### src/hw/rtl/aep_pkg.sv
// Package for the actuator elevation positioner: widths, reset values, codes,
// the arccos rotation angle table and the serial arithmetic request types.
// No dependencies.
`default_nettype none

package aep_pkg;

  localparam int SENSOR_BITS       = 10;
  localparam int ARCCOS_ITERATIONS = 16;
  localparam int SampleW           = 10;
  localparam int AddrW             = 5;

  localparam logic [15:0] RstArmA   = 16'd4000;
  localparam logic [15:0] RstArmB   = 16'd4000;
  localparam logic [15:0] RstBase   = 16'd3600;
  localparam logic [15:0] RstSpan   = 16'd2200;
  localparam logic [15:0] RstOffset = 16'd0;
  localparam logic [15:0] RstLower  = 16'd1000;
  localparam logic [15:0] RstUpper  = 16'd8000;

  typedef enum logic [2:0] {
    REG_ARM_A  = 3'd0,
    REG_ARM_B  = 3'd1,
    REG_BASE   = 3'd2,
    REG_SPAN   = 3'd3,
    REG_OFFSET = 3'd4,
    REG_LOWER  = 3'd5,
    REG_UPPER  = 3'd6,
    REG_ENABLE = 3'd7
  } reg_idx_e;

  typedef enum logic {
    ALU_MUL = 1'b0,
    ALU_DIV = 1'b1
  } alu_op_e;

  typedef struct packed {
    logic          start;
    alu_op_e       op;
    logic [31:0]   opa;
    logic [31:0]   opb;
    logic [63:0]   dvd;
    logic [33:0]   dvs;
    logic [33:0]   rem0;
    logic [5:0]    steps;
  } alu_req_t;

  typedef struct packed {
    logic          done;
    logic [63:0]   prod;
    logic [31:0]   quo;
  } alu_rsp_t;

  // atan(2^-i) in degrees * 100 * 65536
  function automatic logic [31:0] atan_val(input logic [4:0] idx);
    logic [31:0] v;
    v = 32'd0;
    case (idx)
      5'd0:  v = 32'd294912000;
      5'd1:  v = 32'd174096719;
      5'd2:  v = 32'd91987925;
      5'd3:  v = 32'd46694507;
      5'd4:  v = 32'd23437865;
      5'd5:  v = 32'd11730358;
      5'd6:  v = 32'd5866610;
      5'd7:  v = 32'd2933484;
      5'd8:  v = 32'd1466765;
      5'd9:  v = 32'd733385;
      5'd10: v = 32'd366693;
      5'd11: v = 32'd183347;
      5'd12: v = 32'd91674;
      5'd13: v = 32'd45837;
      5'd14: v = 32'd22918;
      5'd15: v = 32'd11459;
      5'd16: v = 32'd5730;
      5'd17: v = 32'd2865;
      5'd18: v = 32'd1432;
      5'd19: v = 32'd716;
      5'd20: v = 32'd358;
      5'd21: v = 32'd179;
      5'd22: v = 32'd90;
      5'd23: v = 32'd45;
      default: v = 32'd0;
    endcase
    return v;
  endfunction

endpackage

`default_nettype wire

### src/hw/rtl/aep_if.sv
// Valid/ready channel interfaces for sample items and results.
// Depends on aep_pkg for the sample width.
`default_nettype none

interface aep_item_if;
  import aep_pkg::*;
  logic               valid;
  logic               ready;
  logic               kind;
  logic [SampleW-1:0] sensor_sample;
  logic signed [15:0] target_elevation;

  modport source (output valid, kind, sensor_sample, target_elevation, input ready);
  modport sink   (input valid, kind, sensor_sample, target_elevation, output ready);
endinterface

interface aep_result_if;
  logic               valid;
  logic               ready;
  logic               bridge_in_a;
  logic               bridge_in_b;
  logic               bridge_enable;
  logic signed [16:0] elevation_now;
  logic [1:0]         motion_mode;
  logic               settled;
  logic               sensor_fault;
  logic               geometry_fault;

  modport source (output valid, bridge_in_a, bridge_in_b, bridge_enable, elevation_now,
                  motion_mode, settled, sensor_fault, geometry_fault, input ready);
  modport sink   (input valid, bridge_in_a, bridge_in_b, bridge_enable, elevation_now,
                  motion_mode, settled, sensor_fault, geometry_fault, output ready);
endinterface

`default_nettype wire

### src/hw/rtl/aep_alu.sv
// Bit-serial arithmetic unit: shift-add multiply (32x32) and restoring divide,
// one bit per cycle. Depends on aep_pkg for the request and response types.
`default_nettype none

module aep_alu
  import aep_pkg::*;
(
  input  wire logic     clk_i,
  input  wire logic     rst_ni,
  input  wire alu_req_t req_i,
  output alu_rsp_t      rsp_o
);

  logic        busy_q, done_q;
  alu_op_e     op_q;
  logic [5:0]  cnt_q;
  logic [31:0] a_q, hi_q, lo_q, quo_q;
  logic [33:0] rem_q, dvs_q;
  logic [63:0] dvd_q;

  logic [32:0] sum_d;
  logic [34:0] trial_d;
  logic        ge_d;
  logic [33:0] rem_d;

  always_comb begin
    sum_d   = {1'b0, hi_q} + (lo_q[0] ? {1'b0, a_q} : 33'd0);
    trial_d = {rem_q, dvd_q[63]};
    ge_d    = trial_d >= {1'b0, dvs_q};
    rem_d   = ge_d ? 34'(trial_d - {1'b0, dvs_q}) : trial_d[33:0];
  end

  always_ff @(posedge clk_i or negedge rst_ni) begin
    if (!rst_ni) begin
      busy_q <= 1'b0;
      done_q <= 1'b0;
      op_q   <= ALU_MUL;
      cnt_q  <= '0;
      a_q    <= '0;
      hi_q   <= '0;
      lo_q   <= '0;
      quo_q  <= '0;
      rem_q  <= '0;
      dvs_q  <= '0;
      dvd_q  <= '0;
    end else begin
      done_q <= 1'b0;
      if (req_i.start) begin
        busy_q <= 1'b1;
        op_q   <= req_i.op;
        cnt_q  <= req_i.steps;
        a_q    <= req_i.opa;
        hi_q   <= '0;
        lo_q   <= req_i.opb;
        quo_q  <= '0;
        rem_q  <= req_i.rem0;
        dvs_q  <= req_i.dvs;
        dvd_q  <= req_i.dvd;
      end else if (busy_q) begin
        if (op_q == ALU_MUL) begin
          hi_q <= sum_d[32:1];
          lo_q <= {sum_d[0], lo_q[31:1]};
        end else begin
          rem_q <= rem_d;
          quo_q <= {quo_q[30:0], ge_d};
          dvd_q <= {dvd_q[62:0], 1'b0};
        end
        cnt_q <= cnt_q - 6'd1;
        if (cnt_q == 6'd1) begin
          busy_q <= 1'b0;
          done_q <= 1'b1;
        end
      end
    end
  end

  assign rsp_o.done = done_q;
  assign rsp_o.prod = {hi_q, lo_q};
  assign rsp_o.quo  = quo_q;

endmodule

`default_nettype wire

### src/hw/rtl/actuator_elevation_positioner.sv
// Top level of the actuator elevation positioner: APB registers, sequencer,
// bit-serial square root, CORDIC arccos and bang-bang motion control.
// Depends on aep_pkg, aep_if (channels) and aep_alu.
//
//  channel   | dir | handshake              | payload
//  item_i    | in  | valid/ready            | kind, sensor_sample, target_elevation
//  result_o  | out | valid/ready            | bridge bits, elevation, mode, flags
//  APB       | in  | psel/penable, pready=1 | 8 registers at 4*index
//
//  One item at a time: six serial multiplies, a (SensorBits+17)-bit and a 30-bit
//  serial divide, a 32-step square root and ArcIters CORDIC rotations; the 30-bit
//  divide is skipped on saturated cosines.
//  The next item is taken while the result waits in the output register.
//  Reset is asynchronous and active low; no clearing pass.
//  A stalled result holds the last stage until result_o.ready.
`default_nettype none

module actuator_elevation_positioner
  import aep_pkg::*;
#(
  parameter int SensorBits = SENSOR_BITS,
  parameter int ArcIters   = ARCCOS_ITERATIONS
) (
  input  wire logic             clk_i,
  input  wire logic             rst_ni,
  input  wire logic             psel,
  input  wire logic             penable,
  input  wire logic             pwrite,
  input  wire logic [AddrW-1:0] paddr,
  input  wire logic [31:0]      pwdata,
  output logic [31:0]           prdata,
  output logic                  pready,
  aep_item_if.sink              item_i,
  aep_result_if.source          result_o
);

  localparam int Fs     = (1 << SensorBits) - 1;
  localparam int HalfFs = Fs / 2;
  localparam int PW     = SensorBits + 17;
  localparam int CntW   = $clog2(ArcIters);
  localparam logic [31:0] Z90 = 32'd589824000;
  localparam logic [30:0] One = 31'd1 << 30;

  typedef enum logic [3:0] {
    ST_IDLE, ST_MSPAN, ST_DLEN, ST_MAA, ST_MBB, ST_MLL, ST_MAB, ST_GEOM,
    ST_DCOS, ST_MCC, ST_SQRT, ST_CSET, ST_CORD, ST_FIN, ST_DEC
  } state_e;

  typedef enum logic [1:0] {
    MV_STOP    = 2'd0,
    MV_EXTEND  = 2'd1,
    MV_RETRACT = 2'd2
  } motion_e;

  // configuration
  logic [15:0]        arm_a_q, arm_b_q, base_q, span_q;
  logic signed [15:0] offset_q, lower_q, upper_q;
  logic               enable_q;
  logic               cfg_wr;
  reg_idx_e           cfg_idx;

  assign pready  = 1'b1;
  assign cfg_wr  = psel && penable && pwrite;
  assign cfg_idx = reg_idx_e'(paddr[4:2]);

  always_ff @(posedge clk_i or negedge rst_ni) begin
    if (!rst_ni) begin
      arm_a_q  <= RstArmA;
      arm_b_q  <= RstArmB;
      base_q   <= RstBase;
      span_q   <= RstSpan;
      offset_q <= RstOffset;
      lower_q  <= RstLower;
      upper_q  <= RstUpper;
      enable_q <= 1'b1;
    end else if (cfg_wr) begin
      case (cfg_idx)
        REG_ARM_A:  arm_a_q  <= pwdata[15:0];
        REG_ARM_B:  arm_b_q  <= pwdata[15:0];
        REG_BASE:   base_q   <= pwdata[15:0];
        REG_SPAN:   span_q   <= pwdata[15:0];
        REG_OFFSET: offset_q <= pwdata[15:0];
        REG_LOWER:  lower_q  <= pwdata[15:0];
        REG_UPPER:  upper_q  <= pwdata[15:0];
        REG_ENABLE: enable_q <= pwdata[0];
        default: ;
      endcase
    end
  end

  always_comb begin
    case (cfg_idx)
      REG_ARM_A:  prdata = {16'd0, arm_a_q};
      REG_ARM_B:  prdata = {16'd0, arm_b_q};
      REG_BASE:   prdata = {16'd0, base_q};
      REG_SPAN:   prdata = {16'd0, span_q};
      REG_OFFSET: prdata = 32'(offset_q);
      REG_LOWER:  prdata = 32'(lower_q);
      REG_UPPER:  prdata = 32'(upper_q);
      REG_ENABLE: prdata = {31'd0, enable_q};
      default:    prdata = '0;
    endcase
  end

  // serial arithmetic unit
  alu_req_t req_q;
  alu_rsp_t rsp;

  aep_alu u_alu (
    .clk_i  (clk_i),
    .rst_ni (rst_ni),
    .req_i  (req_q),
    .rsp_o  (rsp)
  );

  state_e             state_q;
  motion_e            motion_q;
  logic signed [15:0] held_q;
  logic               kind_q, sfault_q, gfault_q, cneg_q;
  logic signed [15:0] tgt_q;
  logic [16:0]        len_q;
  logic [31:0]        aa_q, bb_q;
  logic [33:0]        ll_q;
  logic [32:0]        den_q;
  logic signed [35:0] num_q;
  logic [30:0]        cmag_q;
  logic [62:0]        sv_q, sr_q, sbit_q;
  logic signed [33:0] x_q, y_q;
  logic signed [31:0] z_q;
  logic [CntW-1:0]    cnt_q;
  logic signed [16:0] elev_q;

  logic               rvalid_q, ra_q, rb_q, ren_q, rset_q, rsf_q, rgf_q;
  logic [1:0]         rmode_q;
  logic signed [16:0] relev_q;

  // combinational helpers
  logic [SensorBits-1:0] smp;
  logic [PW-1:0]         prodh;
  logic [34:0]           mag;
  logic [63:0]           sq_try;
  logic                  sq_ge;
  logic signed [33:0]    dx, dy;
  logic signed [31:0]    atan;
  logic signed [32:0]    zr;
  logic signed [16:0]    ang, angc;
  logic signed [17:0]    elev_w;
  logic signed [16:0]    tgt_x, held_x;
  motion_e               want;
  logic                  go;
  logic                  start_d;

  always_comb begin
    smp    = SensorBits'(item_i.sensor_sample);
    prodh  = PW'(rsp.prod[PW-1:0]) + PW'(HalfFs);
    mag    = num_q[35] ? 35'(-num_q) : 35'(num_q);
    sq_try = {1'b0, sr_q} + {1'b0, sbit_q};
    sq_ge  = {1'b0, sv_q} >= sq_try;
    dx     = y_q >>> cnt_q;
    dy     = x_q >>> cnt_q;
    atan   = signed'(atan_val(5'(cnt_q)));
    zr     = 33'(z_q) + 33'sd32768;
    ang    = 17'(zr >>> 16);
    if (ang < 17'sd0) begin
      angc = 17'sd0;
    end else if (ang > 17'sd18000) begin
      angc = 17'sd18000;
    end else begin
      angc = ang;
    end
    elev_w = 18'sd9000 - 18'(angc) + 18'(offset_q);
    tgt_x  = 17'(tgt_q);
    held_x = 17'(held_q);
    if (tgt_x < elev_q && tgt_q > lower_q) begin
      want = MV_EXTEND;
    end else if (tgt_x > elev_q && tgt_q < upper_q) begin
      want = MV_RETRACT;
    end else begin
      want = MV_STOP;
    end
    go = (motion_q == MV_EXTEND) ? (elev_q > held_x) : (elev_q < held_x);
  end

  always_comb begin
    case (state_q)
      ST_IDLE: start_d = item_i.valid;
      ST_GEOM: start_d = 1'b1;
      ST_MSPAN, ST_DLEN, ST_MAA, ST_MBB, ST_MLL, ST_DCOS: start_d = rsp.done;
      default: start_d = 1'b0;
    endcase
  end

  assign item_i.ready = (state_q == ST_IDLE);

  always_ff @(posedge clk_i or negedge rst_ni) begin
    if (!rst_ni) begin
      state_q  <= ST_IDLE;
      motion_q <= MV_STOP;
      held_q   <= '0;
      req_q    <= '0;
      kind_q   <= 1'b0;
      sfault_q <= 1'b0;
      gfault_q <= 1'b0;
      cneg_q   <= 1'b0;
      tgt_q    <= '0;
      len_q    <= '0;
      aa_q     <= '0;
      bb_q     <= '0;
      ll_q     <= '0;
      den_q    <= '0;
      num_q    <= '0;
      cmag_q   <= '0;
      sv_q     <= '0;
      sr_q     <= '0;
      sbit_q   <= '0;
      x_q      <= '0;
      y_q      <= '0;
      z_q      <= '0;
      cnt_q    <= '0;
      elev_q   <= '0;
      rvalid_q <= 1'b0;
      ra_q     <= 1'b0;
      rb_q     <= 1'b0;
      ren_q    <= 1'b0;
      rset_q   <= 1'b0;
      rsf_q    <= 1'b0;
      rgf_q    <= 1'b0;
      rmode_q  <= '0;
      relev_q  <= '0;
    end else begin
      req_q.start <= start_d;
      if (rvalid_q && result_o.ready && state_q != ST_DEC) begin
        rvalid_q <= 1'b0;
      end
      case (state_q)
        ST_IDLE: begin
          if (item_i.valid) begin
            kind_q      <= item_i.kind;
            tgt_q       <= item_i.target_elevation;
            sfault_q    <= (smp == '0);
            req_q.op    <= ALU_MUL;
            req_q.opa   <= 32'(span_q);
            req_q.opb   <= 32'(smp);
            req_q.steps <= 6'd32;
            state_q     <= ST_MSPAN;
          end
        end
        ST_MSPAN: begin
          if (rsp.done) begin
            req_q.op    <= ALU_DIV;
            req_q.dvd   <= 64'(prodh) << (64 - PW);
            req_q.dvs   <= 34'(Fs);
            req_q.rem0  <= '0;
            req_q.steps <= 6'(PW);
            state_q     <= ST_DLEN;
          end
        end
        ST_DLEN: begin
          if (rsp.done) begin
            len_q       <= 17'(base_q) + rsp.quo[16:0];
            req_q.op    <= ALU_MUL;
            req_q.opa   <= 32'(arm_a_q);
            req_q.opb   <= 32'(arm_a_q);
            req_q.steps <= 6'd32;
            state_q     <= ST_MAA;
          end
        end
        ST_MAA: begin
          if (rsp.done) begin
            aa_q        <= rsp.prod[31:0];
            req_q.opa   <= 32'(arm_b_q);
            req_q.opb   <= 32'(arm_b_q);
            state_q     <= ST_MBB;
          end
        end
        ST_MBB: begin
          if (rsp.done) begin
            bb_q        <= rsp.prod[31:0];
            req_q.opa   <= 32'(len_q);
            req_q.opb   <= 32'(len_q);
            state_q     <= ST_MLL;
          end
        end
        ST_MLL: begin
          if (rsp.done) begin
            ll_q        <= rsp.prod[33:0];
            req_q.opa   <= 32'(arm_a_q);
            req_q.opb   <= 32'(arm_b_q);
            state_q     <= ST_MAB;
          end
        end
        ST_MAB: begin
          if (rsp.done) begin
            den_q   <= {rsp.prod[31:0], 1'b0};
            num_q   <= 36'(aa_q) + 36'(bb_q) - 36'(ll_q);
            state_q <= ST_GEOM;
          end
        end
        ST_GEOM: begin
          cneg_q <= num_q[35];
          if (den_q == '0 || mag >= 35'(den_q)) begin
            gfault_q    <= (den_q == '0) || (mag > 35'(den_q));
            cmag_q      <= One;
            req_q.op    <= ALU_MUL;
            req_q.opa   <= 32'(One);
            req_q.opb   <= 32'(One);
            req_q.steps <= 6'd32;
            state_q     <= ST_MCC;
          end else begin
            gfault_q    <= 1'b0;
            req_q.op    <= ALU_DIV;
            req_q.dvd   <= '0;
            req_q.dvs   <= 34'(den_q);
            req_q.rem0  <= mag[33:0];
            req_q.steps <= 6'd30;
            state_q     <= ST_DCOS;
          end
        end
        ST_DCOS: begin
          if (rsp.done) begin
            cmag_q      <= rsp.quo[30:0];
            req_q.op    <= ALU_MUL;
            req_q.opa   <= 32'(rsp.quo[30:0]);
            req_q.opb   <= 32'(rsp.quo[30:0]);
            req_q.steps <= 6'd32;
            state_q     <= ST_MCC;
          end
        end
        ST_MCC: begin
          if (rsp.done) begin
            sv_q    <= (63'd1 << 60) - 63'(rsp.prod[60:0]);
            sr_q    <= '0;
            sbit_q  <= 63'd1 << 62;
            state_q <= ST_SQRT;
          end
        end
        ST_SQRT: begin
          if (sq_ge) begin
            sv_q <= 63'({1'b0, sv_q} - sq_try);
            sr_q <= (sr_q >> 1) + sbit_q;
          end else begin
            sr_q <= sr_q >> 1;
          end
          sbit_q <= sbit_q >> 2;
          if (sbit_q[0]) begin
            state_q <= ST_CSET;
          end
        end
        ST_CSET: begin
          if (cneg_q) begin
            x_q <= 34'(sr_q[31:0]);
            y_q <= 34'(cmag_q);
            z_q <= Z90;
          end else begin
            x_q <= 34'(cmag_q);
            y_q <= 34'(sr_q[31:0]);
            z_q <= '0;
          end
          cnt_q   <= '0;
          state_q <= ST_CORD;
        end
        ST_CORD: begin
          if (y_q > 34'sd0) begin
            x_q <= x_q + dx;
            y_q <= y_q - dy;
            z_q <= z_q + atan;
          end else begin
            x_q <= x_q - dx;
            y_q <= y_q + dy;
            z_q <= z_q - atan;
          end
          cnt_q <= cnt_q + 1'b1;
          if (cnt_q == CntW'(ArcIters - 1)) begin
            state_q <= ST_FIN;
          end
        end
        ST_FIN: begin
          elev_q  <= elev_w[16:0];
          state_q <= ST_DEC;
        end
        ST_DEC: begin
          if (!rvalid_q || result_o.ready) begin
            automatic motion_e nm = motion_q;
            automatic logic    st = 1'b0;
            if (!kind_q) begin
              if (want != MV_STOP && enable_q) begin
                nm     = want;
                held_q <= tgt_q;
              end else begin
                nm = MV_STOP;
                st = 1'b1;
              end
            end else if (motion_q == MV_EXTEND || motion_q == MV_RETRACT) begin
              if (!go || !enable_q) begin
                nm = MV_STOP;
                st = 1'b1;
              end
            end else begin
              nm = MV_STOP;
            end
            motion_q <= nm;
            rvalid_q <= 1'b1;
            ra_q     <= (nm == MV_EXTEND);
            rb_q     <= (nm == MV_RETRACT);
            ren_q    <= (nm != MV_STOP);
            rmode_q  <= nm;
            rset_q   <= st;
            rsf_q    <= sfault_q;
            rgf_q    <= gfault_q;
            relev_q  <= elev_q;
            state_q  <= ST_IDLE;
          end
        end
        default: state_q <= ST_IDLE;
      endcase
    end
  end

  assign result_o.valid          = rvalid_q;
  assign result_o.bridge_in_a    = ra_q;
  assign result_o.bridge_in_b    = rb_q;
  assign result_o.bridge_enable  = ren_q;
  assign result_o.elevation_now  = relev_q;
  assign result_o.motion_mode    = rmode_q;
  assign result_o.settled        = rset_q;
  assign result_o.sensor_fault   = rsf_q;
  assign result_o.geometry_fault = rgf_q;

  a_rise_from_dec: assert property (@(posedge clk_i) disable iff (!rst_ni)
    $rose(rvalid_q) |-> $past(state_q == ST_DEC))
    else $error("result raised outside the decision step");

  a_done_expected: assert property (@(posedge clk_i) disable iff (!rst_ni)
    rsp.done |-> (state_q == ST_MSPAN || state_q == ST_DLEN || state_q == ST_MAA ||
                  state_q == ST_MBB || state_q == ST_MLL || state_q == ST_MAB ||
                  state_q == ST_DCOS || state_q == ST_MCC))
    else $error("arithmetic unit finished while sequencer was not waiting");

  a_bridge_exclusive: assert property (@(posedge clk_i) disable iff (!rst_ni)
    rvalid_q |-> !(ra_q && rb_q) && (ren_q == (ra_q || rb_q)))
    else $error("bridge drive bits inconsistent");

  a_settled_stopped: assert property (@(posedge clk_i) disable iff (!rst_ni)
    (rvalid_q && rset_q) |-> (rmode_q == MV_STOP))
    else $error("settled reported while moving");

endmodule

`default_nettype wire

### src/flat_wrapper.sv
// flat-port wrapper written by rule: the top's interface ports become plain ports
module actuator_elevation_positioner_flat import aep_pkg::*;
#(
  parameter int SensorBits = SENSOR_BITS,
  parameter int ArcIters   = ARCCOS_ITERATIONS
)
  (clk_i, rst_ni, psel, penable, pwrite, paddr, pwdata, prdata, pready, item_i_valid, item_i_kind, item_i_sensor_sample, item_i_target_elevation, item_i_ready, result_o_valid, result_o_bridge_in_a, result_o_bridge_in_b, result_o_bridge_enable, result_o_elevation_now, result_o_motion_mode, result_o_settled, result_o_sensor_fault, result_o_geometry_fault, result_o_ready);
  aep_item_if item_i_i ();
  aep_result_if result_o_i ();
  input  wire logic clk_i;
  input  wire logic rst_ni;
  input  wire logic psel;
  input  wire logic penable;
  input  wire logic pwrite;
  input  wire logic [AddrW-1:0] paddr;
  input  wire logic [31:0] pwdata;
  output logic [31:0] prdata;
  output logic pready;
  input wire logic [$bits(item_i_i.valid)-1:0] item_i_valid;
  input wire logic [$bits(item_i_i.kind)-1:0] item_i_kind;
  input wire logic [$bits(item_i_i.sensor_sample)-1:0] item_i_sensor_sample;
  input wire logic [$bits(item_i_i.target_elevation)-1:0] item_i_target_elevation;
  output wire logic [$bits(item_i_i.ready)-1:0] item_i_ready;
  output wire logic [$bits(result_o_i.valid)-1:0] result_o_valid;
  output wire logic [$bits(result_o_i.bridge_in_a)-1:0] result_o_bridge_in_a;
  output wire logic [$bits(result_o_i.bridge_in_b)-1:0] result_o_bridge_in_b;
  output wire logic [$bits(result_o_i.bridge_enable)-1:0] result_o_bridge_enable;
  output wire logic [$bits(result_o_i.elevation_now)-1:0] result_o_elevation_now;
  output wire logic [$bits(result_o_i.motion_mode)-1:0] result_o_motion_mode;
  output wire logic [$bits(result_o_i.settled)-1:0] result_o_settled;
  output wire logic [$bits(result_o_i.sensor_fault)-1:0] result_o_sensor_fault;
  output wire logic [$bits(result_o_i.geometry_fault)-1:0] result_o_geometry_fault;
  input wire logic [$bits(result_o_i.ready)-1:0] result_o_ready;
  assign item_i_i.valid = item_i_valid;
  assign item_i_i.kind = item_i_kind;
  assign item_i_i.sensor_sample = item_i_sensor_sample;
  assign item_i_i.target_elevation = item_i_target_elevation;
  assign item_i_ready = item_i_i.ready;
  assign result_o_valid = result_o_i.valid;
  assign result_o_bridge_in_a = result_o_i.bridge_in_a;
  assign result_o_bridge_in_b = result_o_i.bridge_in_b;
  assign result_o_bridge_enable = result_o_i.bridge_enable;
  assign result_o_elevation_now = result_o_i.elevation_now;
  assign result_o_motion_mode = result_o_i.motion_mode;
  assign result_o_settled = result_o_i.settled;
  assign result_o_sensor_fault = result_o_i.sensor_fault;
  assign result_o_geometry_fault = result_o_i.geometry_fault;
  assign result_o_i.ready = result_o_ready;
  actuator_elevation_positioner #(.SensorBits(SensorBits), .ArcIters(ArcIters)) u_core (.clk_i(clk_i), .rst_ni(rst_ni), .psel(psel), .penable(penable), .pwrite(pwrite), .paddr(paddr), .pwdata(pwdata), .prdata(prdata), .pready(pready), .item_i(item_i_i), .result_o(result_o_i));
endmodule
### config.mk
export PLATFORM = sky130hd
export DESIGN_NAME = actuator_elevation_positioner_flat
export DESIGN_NICKNAME = d
export VERILOG_FILES = /design/src/hw/rtl/aep_pkg.sv /design/src/hw/rtl/aep_if.sv /design/src/hw/rtl/aep_alu.sv /design/src/hw/rtl/actuator_elevation_positioner.sv /design/src/flat_wrapper.sv
export SDC_FILE = /design/constraint.sdc
export NUM_CORES = 2
export LEC_CHECK = 0
export ABC_CLOCK_PERIOD_IN_PS = 7700
export BUFFER_PORTS_ARGS = -buffer_cell sky130_fd_sc_hd__buf_4
export CAP_MARGIN = 15
export CORE_ASPECT_RATIO = 1.1
export CORE_MARGIN = 1.5
export CORE_UTILIZATION = 38
export CTS_CLUSTER_DIAMETER = 60
export DETAILED_ROUTE_END_ITERATION = 10
export GPL_TIMING_DRIVEN = 0
export PLACE_DENSITY = 0.52
export SYNTH_ARGS = -nofsm -noshare
export SYNTH_HDL_FRONTEND = slang
export SYNTH_SLANG_ARGS = --single-unit
### constraint.sdc
create_clock -name clk_i -period 7.7 [get_ports clk_i]
set_input_delay 1.54 -clock clk_i [delete_from_list [all_inputs] [get_ports clk_i]]
set_output_delay 1.54 -clock clk_i [all_outputs]
set_load 0.02 [all_outputs]
==> flow_summary_export.csv <==
group,metric,value,unit
global_route,grt_pass1_vias,64500,
final_layout,fillCellCount,19500,
power_and_ir_drop,power,13.3,mW
power_and_ir_drop,power_density,158,nW/um^2
final_layout,multiInputGateArea,45500,um^2
run_status,run_status,"complete, no violations",
power_and_ir_drop,peakVddDrop,0.000249,V
setup_path,cp-end-kind,"flip-flop",
setup_path,crit_chain,"buf_2, clkbuf_2, buf_2, clkbuf_1, buf_1, buf_2, clkbuf_2, nand3_1, o21ai_0, a21oi_1, xnor2_1, ha_1, a21oi_1, o21bai_1, or3_1, a41oi_2, o31ai_1, o41ai_2, nor2_1, a41o_1, o41ai_1, xor2_1, o21ai_1",
timing,setup_tns,0,ns
route,ant_nets,0,
global_route,grt_max_degree,164,
synthesis,synth_nets,9104,
clock_tree,cts_hold_buf,0,
timing,post-route-min-period,7.43,ns
synthesis,ys_seq_area_frac,0.351,
setup_path,start_kind,"flip-flop",
setup_path,endpoint,"u_core.y_q[32]",
power_and_ir_drop,switching_share,0.256,
placed_design,place_congestion,0.980,
timing,timing.final.max_slew_violations,0,
timing,clock_skew,0.0330,ns
setup_path,path_depth,23,
floorplanning,fp.dieW,426,um
route,vias,67300,
clock_tree,clk_pin_slew,0.06,ns
setup_path,crit_path_top_delay_cell,"buf_1",
setup_path,critPathMaxFanout,10,
final_layout,nNetsFinal,9380,
clock_tree,clk_path_buf_depth,3,
setup_path,path_common_cell,"buf_2",
route,drc,0,
route,drt-initial-drc-count,6336,
synthesis,synth_area,74900,um^2
route,avgRoutedWirePerCell,25.1,um
clock_tree,cts_buffers,139,
clock_tree,htree_levels,4,
timing,fin_ws,0.269,ns
timing,hold_viol,0,
floorplanning,io_pins,131,
synthesis,synth_top_area_share,0.339,
power_and_ir_drop,p_leak,38.6,nW
min_path,hold_path_class,"flip-flop to flip-flop",
timing,worstMarginPinSlew,1.30,ns
clock_tree,clock-sinks,1048,
clock_tree,cts-root-buf,"clkbuf_16",
floorplanning,dieArea,200000,um^2
power_and_ir_drop,cellInternalPower,9.87,mW
setup_path,cpPeakStageDelay,0.57,ns
global_route,grt_overflow_total,0,
synthesis,synth_edf_count,0,
floorplanning,fp.dieH,469,um
timing,slew_headroom,0.127,
clock_tree,tritoncts,"yes",
synthesis,syn_inst,8505,
synthesis,ys_top_cells_by_area,"dfrtp_1, ha_1, nand2_1",
setup_path,crit_arrival,8.11,ns
synthesis,synthTopCellsByCount,"nand2_1, dfrtp_1, o21ai_0",
floorplanning,core_area,195000,um^2
global_route,antenna_found_initial,10,
power_and_ir_drop,p_comb_frac,0.062,
timing,holdWs,0.474,ns
placed_design,dp_slack,-2.09,ns
timing,setup_viol,0,
clock_tree,clk_latency,0.81,ns
power_and_ir_drop,switchingPower,3.40,mW
synthesis,synth_largest_area_cell,"dfrtp_1",
final_layout,syn_to_final_growth,12.4,%
global_route,track_usage,0.283,
synthesis,synth_area_per_cell,8.80,um^2
final_layout,drive_above_1_share,0.103,
setup_path,r2r-start,"u_core.cnt_q[3]",
placed_design,portBuffers,111,
synthesis,yosysMostFrequentCell,"nand2_1",
final_layout,finalCoreUtilization,0.431,
power_and_ir_drop,sequentialPowerShare,0.437,
synthesis,yosysUniqueCellTypes,104,
synthesis,ys.flop_type,"dfrtp_1",
global_route,grt_pass1_wl,426,mm
setup_path,r2r_cells,23,
setup_path,startpoint,"u_core.cnt_q[3]",
synthesis,synth_warnings,0,
final_layout,register_area,26300,um^2
job,cap_violations,0,
route,vias_per_cell,5.86,
setup_path,reg2reg_to,"u_core.y_q[32]",
placed_design,place_hpwl,226,mm
setup_path,critical_path_buf_inv_count,7,
synthesis,ys_ff_latch,1048,
power_and_ir_drop,p_clk_frac,0.501,
route,dr.pass1.iters,6,
floorplanning,start_util,0.383,
timing,period_share,0.965,
setup_path,path_delay_family,"buffers and inverters",
setup_path,worstSetupPathType,"flip-flop to flip-flop",
floorplanning,core.rowCount,170,
setup_path,cp.required,8.38,ns
timing,max_clock_freq,135,MHz
setup_path,r2r_slack,0.27,ns
synthesis,async_reset_ff_frac,1.00,
route,wl,288,mm
## worst min path at each step
| stage | from | endpoint | slack [ns] | cells past startpoint |
|---|---|---|---|---|
| detailed placement | u_core.sfault_q | u_core.result_o.sensor_fault | 0.46 | 2 |
| floorplan | u_core.gfault_q | u_core.result_o.geometry_fault | 0.44 | 2 |
| global placement | u_core.sfault_q | u_core.result_o.sensor_fault | 0.46 | 2 |
| global route | u_core.sfault_q | u_core.result_o.sensor_fault | 0.50 | 2 |
| finish | u_core.result_o.bridge_in_a | u_core.result_o.bridge_in_a | 0.47 | 2 |
| CTS | u_core.result_o.bridge_in_a | u_core.result_o.bridge_in_a | 0.47 | 2 |
## stage by stage
stage	std cells	cell area, um^2
final	11500	84200
after global routing	11500	84200
after CTS	11500	84000
after detailed placement	11200	79300
after global placement	11200	78900
after floorplan	8505	74900
## sequential cells by signal, indices dropped and copies added, names as in the netlist, 33 cells and up
name and cells:
u_core.ll_q 34, u_core.u_alu.rem_q 34, u_core.req_q 147, u_core.sv_q 63
u_core.u_alu.dvs_q 33, u_core.y_q 34, u_core.sr_q 63, u_core.x_q 34
u_core.num_q 36
## per-layer routing
| metal | vias to the layer above | share of wire | wire length [um] | global-route usage |
|---|---|---|---|---|
| li1 | 31000 | - | - | - |
| met1 | 33500 | 0.47 | 136000 | 0.413 |
| met2 | 2344 | 0.43 | 123000 | 0.426 |
| met3 | 409 | 0.069 | 19800 | 0.0481 |
| met4 | 4 | 0.031 | 8980 | 0.0852 |
| met5 | - | 0.000090 | 26 | 0 |
## cell families after synthesis
kind of cell / share of synthesized area
simple gates: 0.152
xor+xnor: 0.0704
other cells: 0.000100
flops: 0.351
fa+ha+maj: 0.0893
mux: 0.0934
buf+inv: 0.0435
compound gates: 0.200
## final cells by class
type                    instances  area share
diodes                          4    0.000119
plain buffers                 487      0.0242
clock buffers                 182      0.0461
clock inverters                71     0.00870
inverters                     340      0.0152
multi-input cells            6628       0.540
flip-flops and latches       1048       0.312
well taps                    2580      0.0384
repair buffers                137      0.0147
## power by group through the flow
stage | logic (mW) | registers, mW | clock network (mW)
CTS | 0.828 | 5.80 | 6.77
finish | 0.818 | 5.80 | 6.65
global route | 0.904 | 5.81 | 6.98
global placement | 0.802 | 5.90 | 0
detailed placement | 0.823 | 5.90 | 0
floorplan | 0.463 | 5.82 | 0
## cell usage in the layout (no fill, tap or decap), drive strengths merged, types with 22 or more instances in the layout
cell,synthesis,final
a211oi,30,30
a21o,205,205
a21oi,574,574
a221o,27,27
a221oi,44,44
a22o,89,89
a31o,29,29
a31oi,115,115
and2,67,67
and3,49,49
buf,103,231
clkbuf,386,574
clkinv,2,36
dfrtp,1015,1015
dfstp,33,33
ha,518,518
inv,338,357
mux2,284,284
mux2i,207,207
mux4,76,76
nand2,1142,1142
nand2b,78,78
nand3,206,206
nand4,74,74
nor2,463,463
nor2b,68,68
nor3,138,138
nor3b,38,38
nor4,50,50
o211ai,78,78
o21a,54,54
o21ai,879,879
o21bai,61,61
o22ai,35,35
o31ai,49,49
or2,22,22
or3,42,42
xnor2,329,329
xor2,272,272
## worst reg2reg max path: cells and delay by family, from the launching register on
family          cells  cell delay [ns]
compound gates     10             2.48
xor+xnor            2             0.46
fa+ha+maj           1             0.31
buf+inv             7             3.12
flops               1             0.32
simple gates        3             0.64
## timing repair
item | 4_1_cts | 5_1_grt
gates resized for setup | 34 | 43
cloned | 0 | 0
setup buffers | 2 | 3
endpoints found under the setup margin | 140 | 133
pin swaps | 3 | 3
Power figures use the tool's default switching activity.
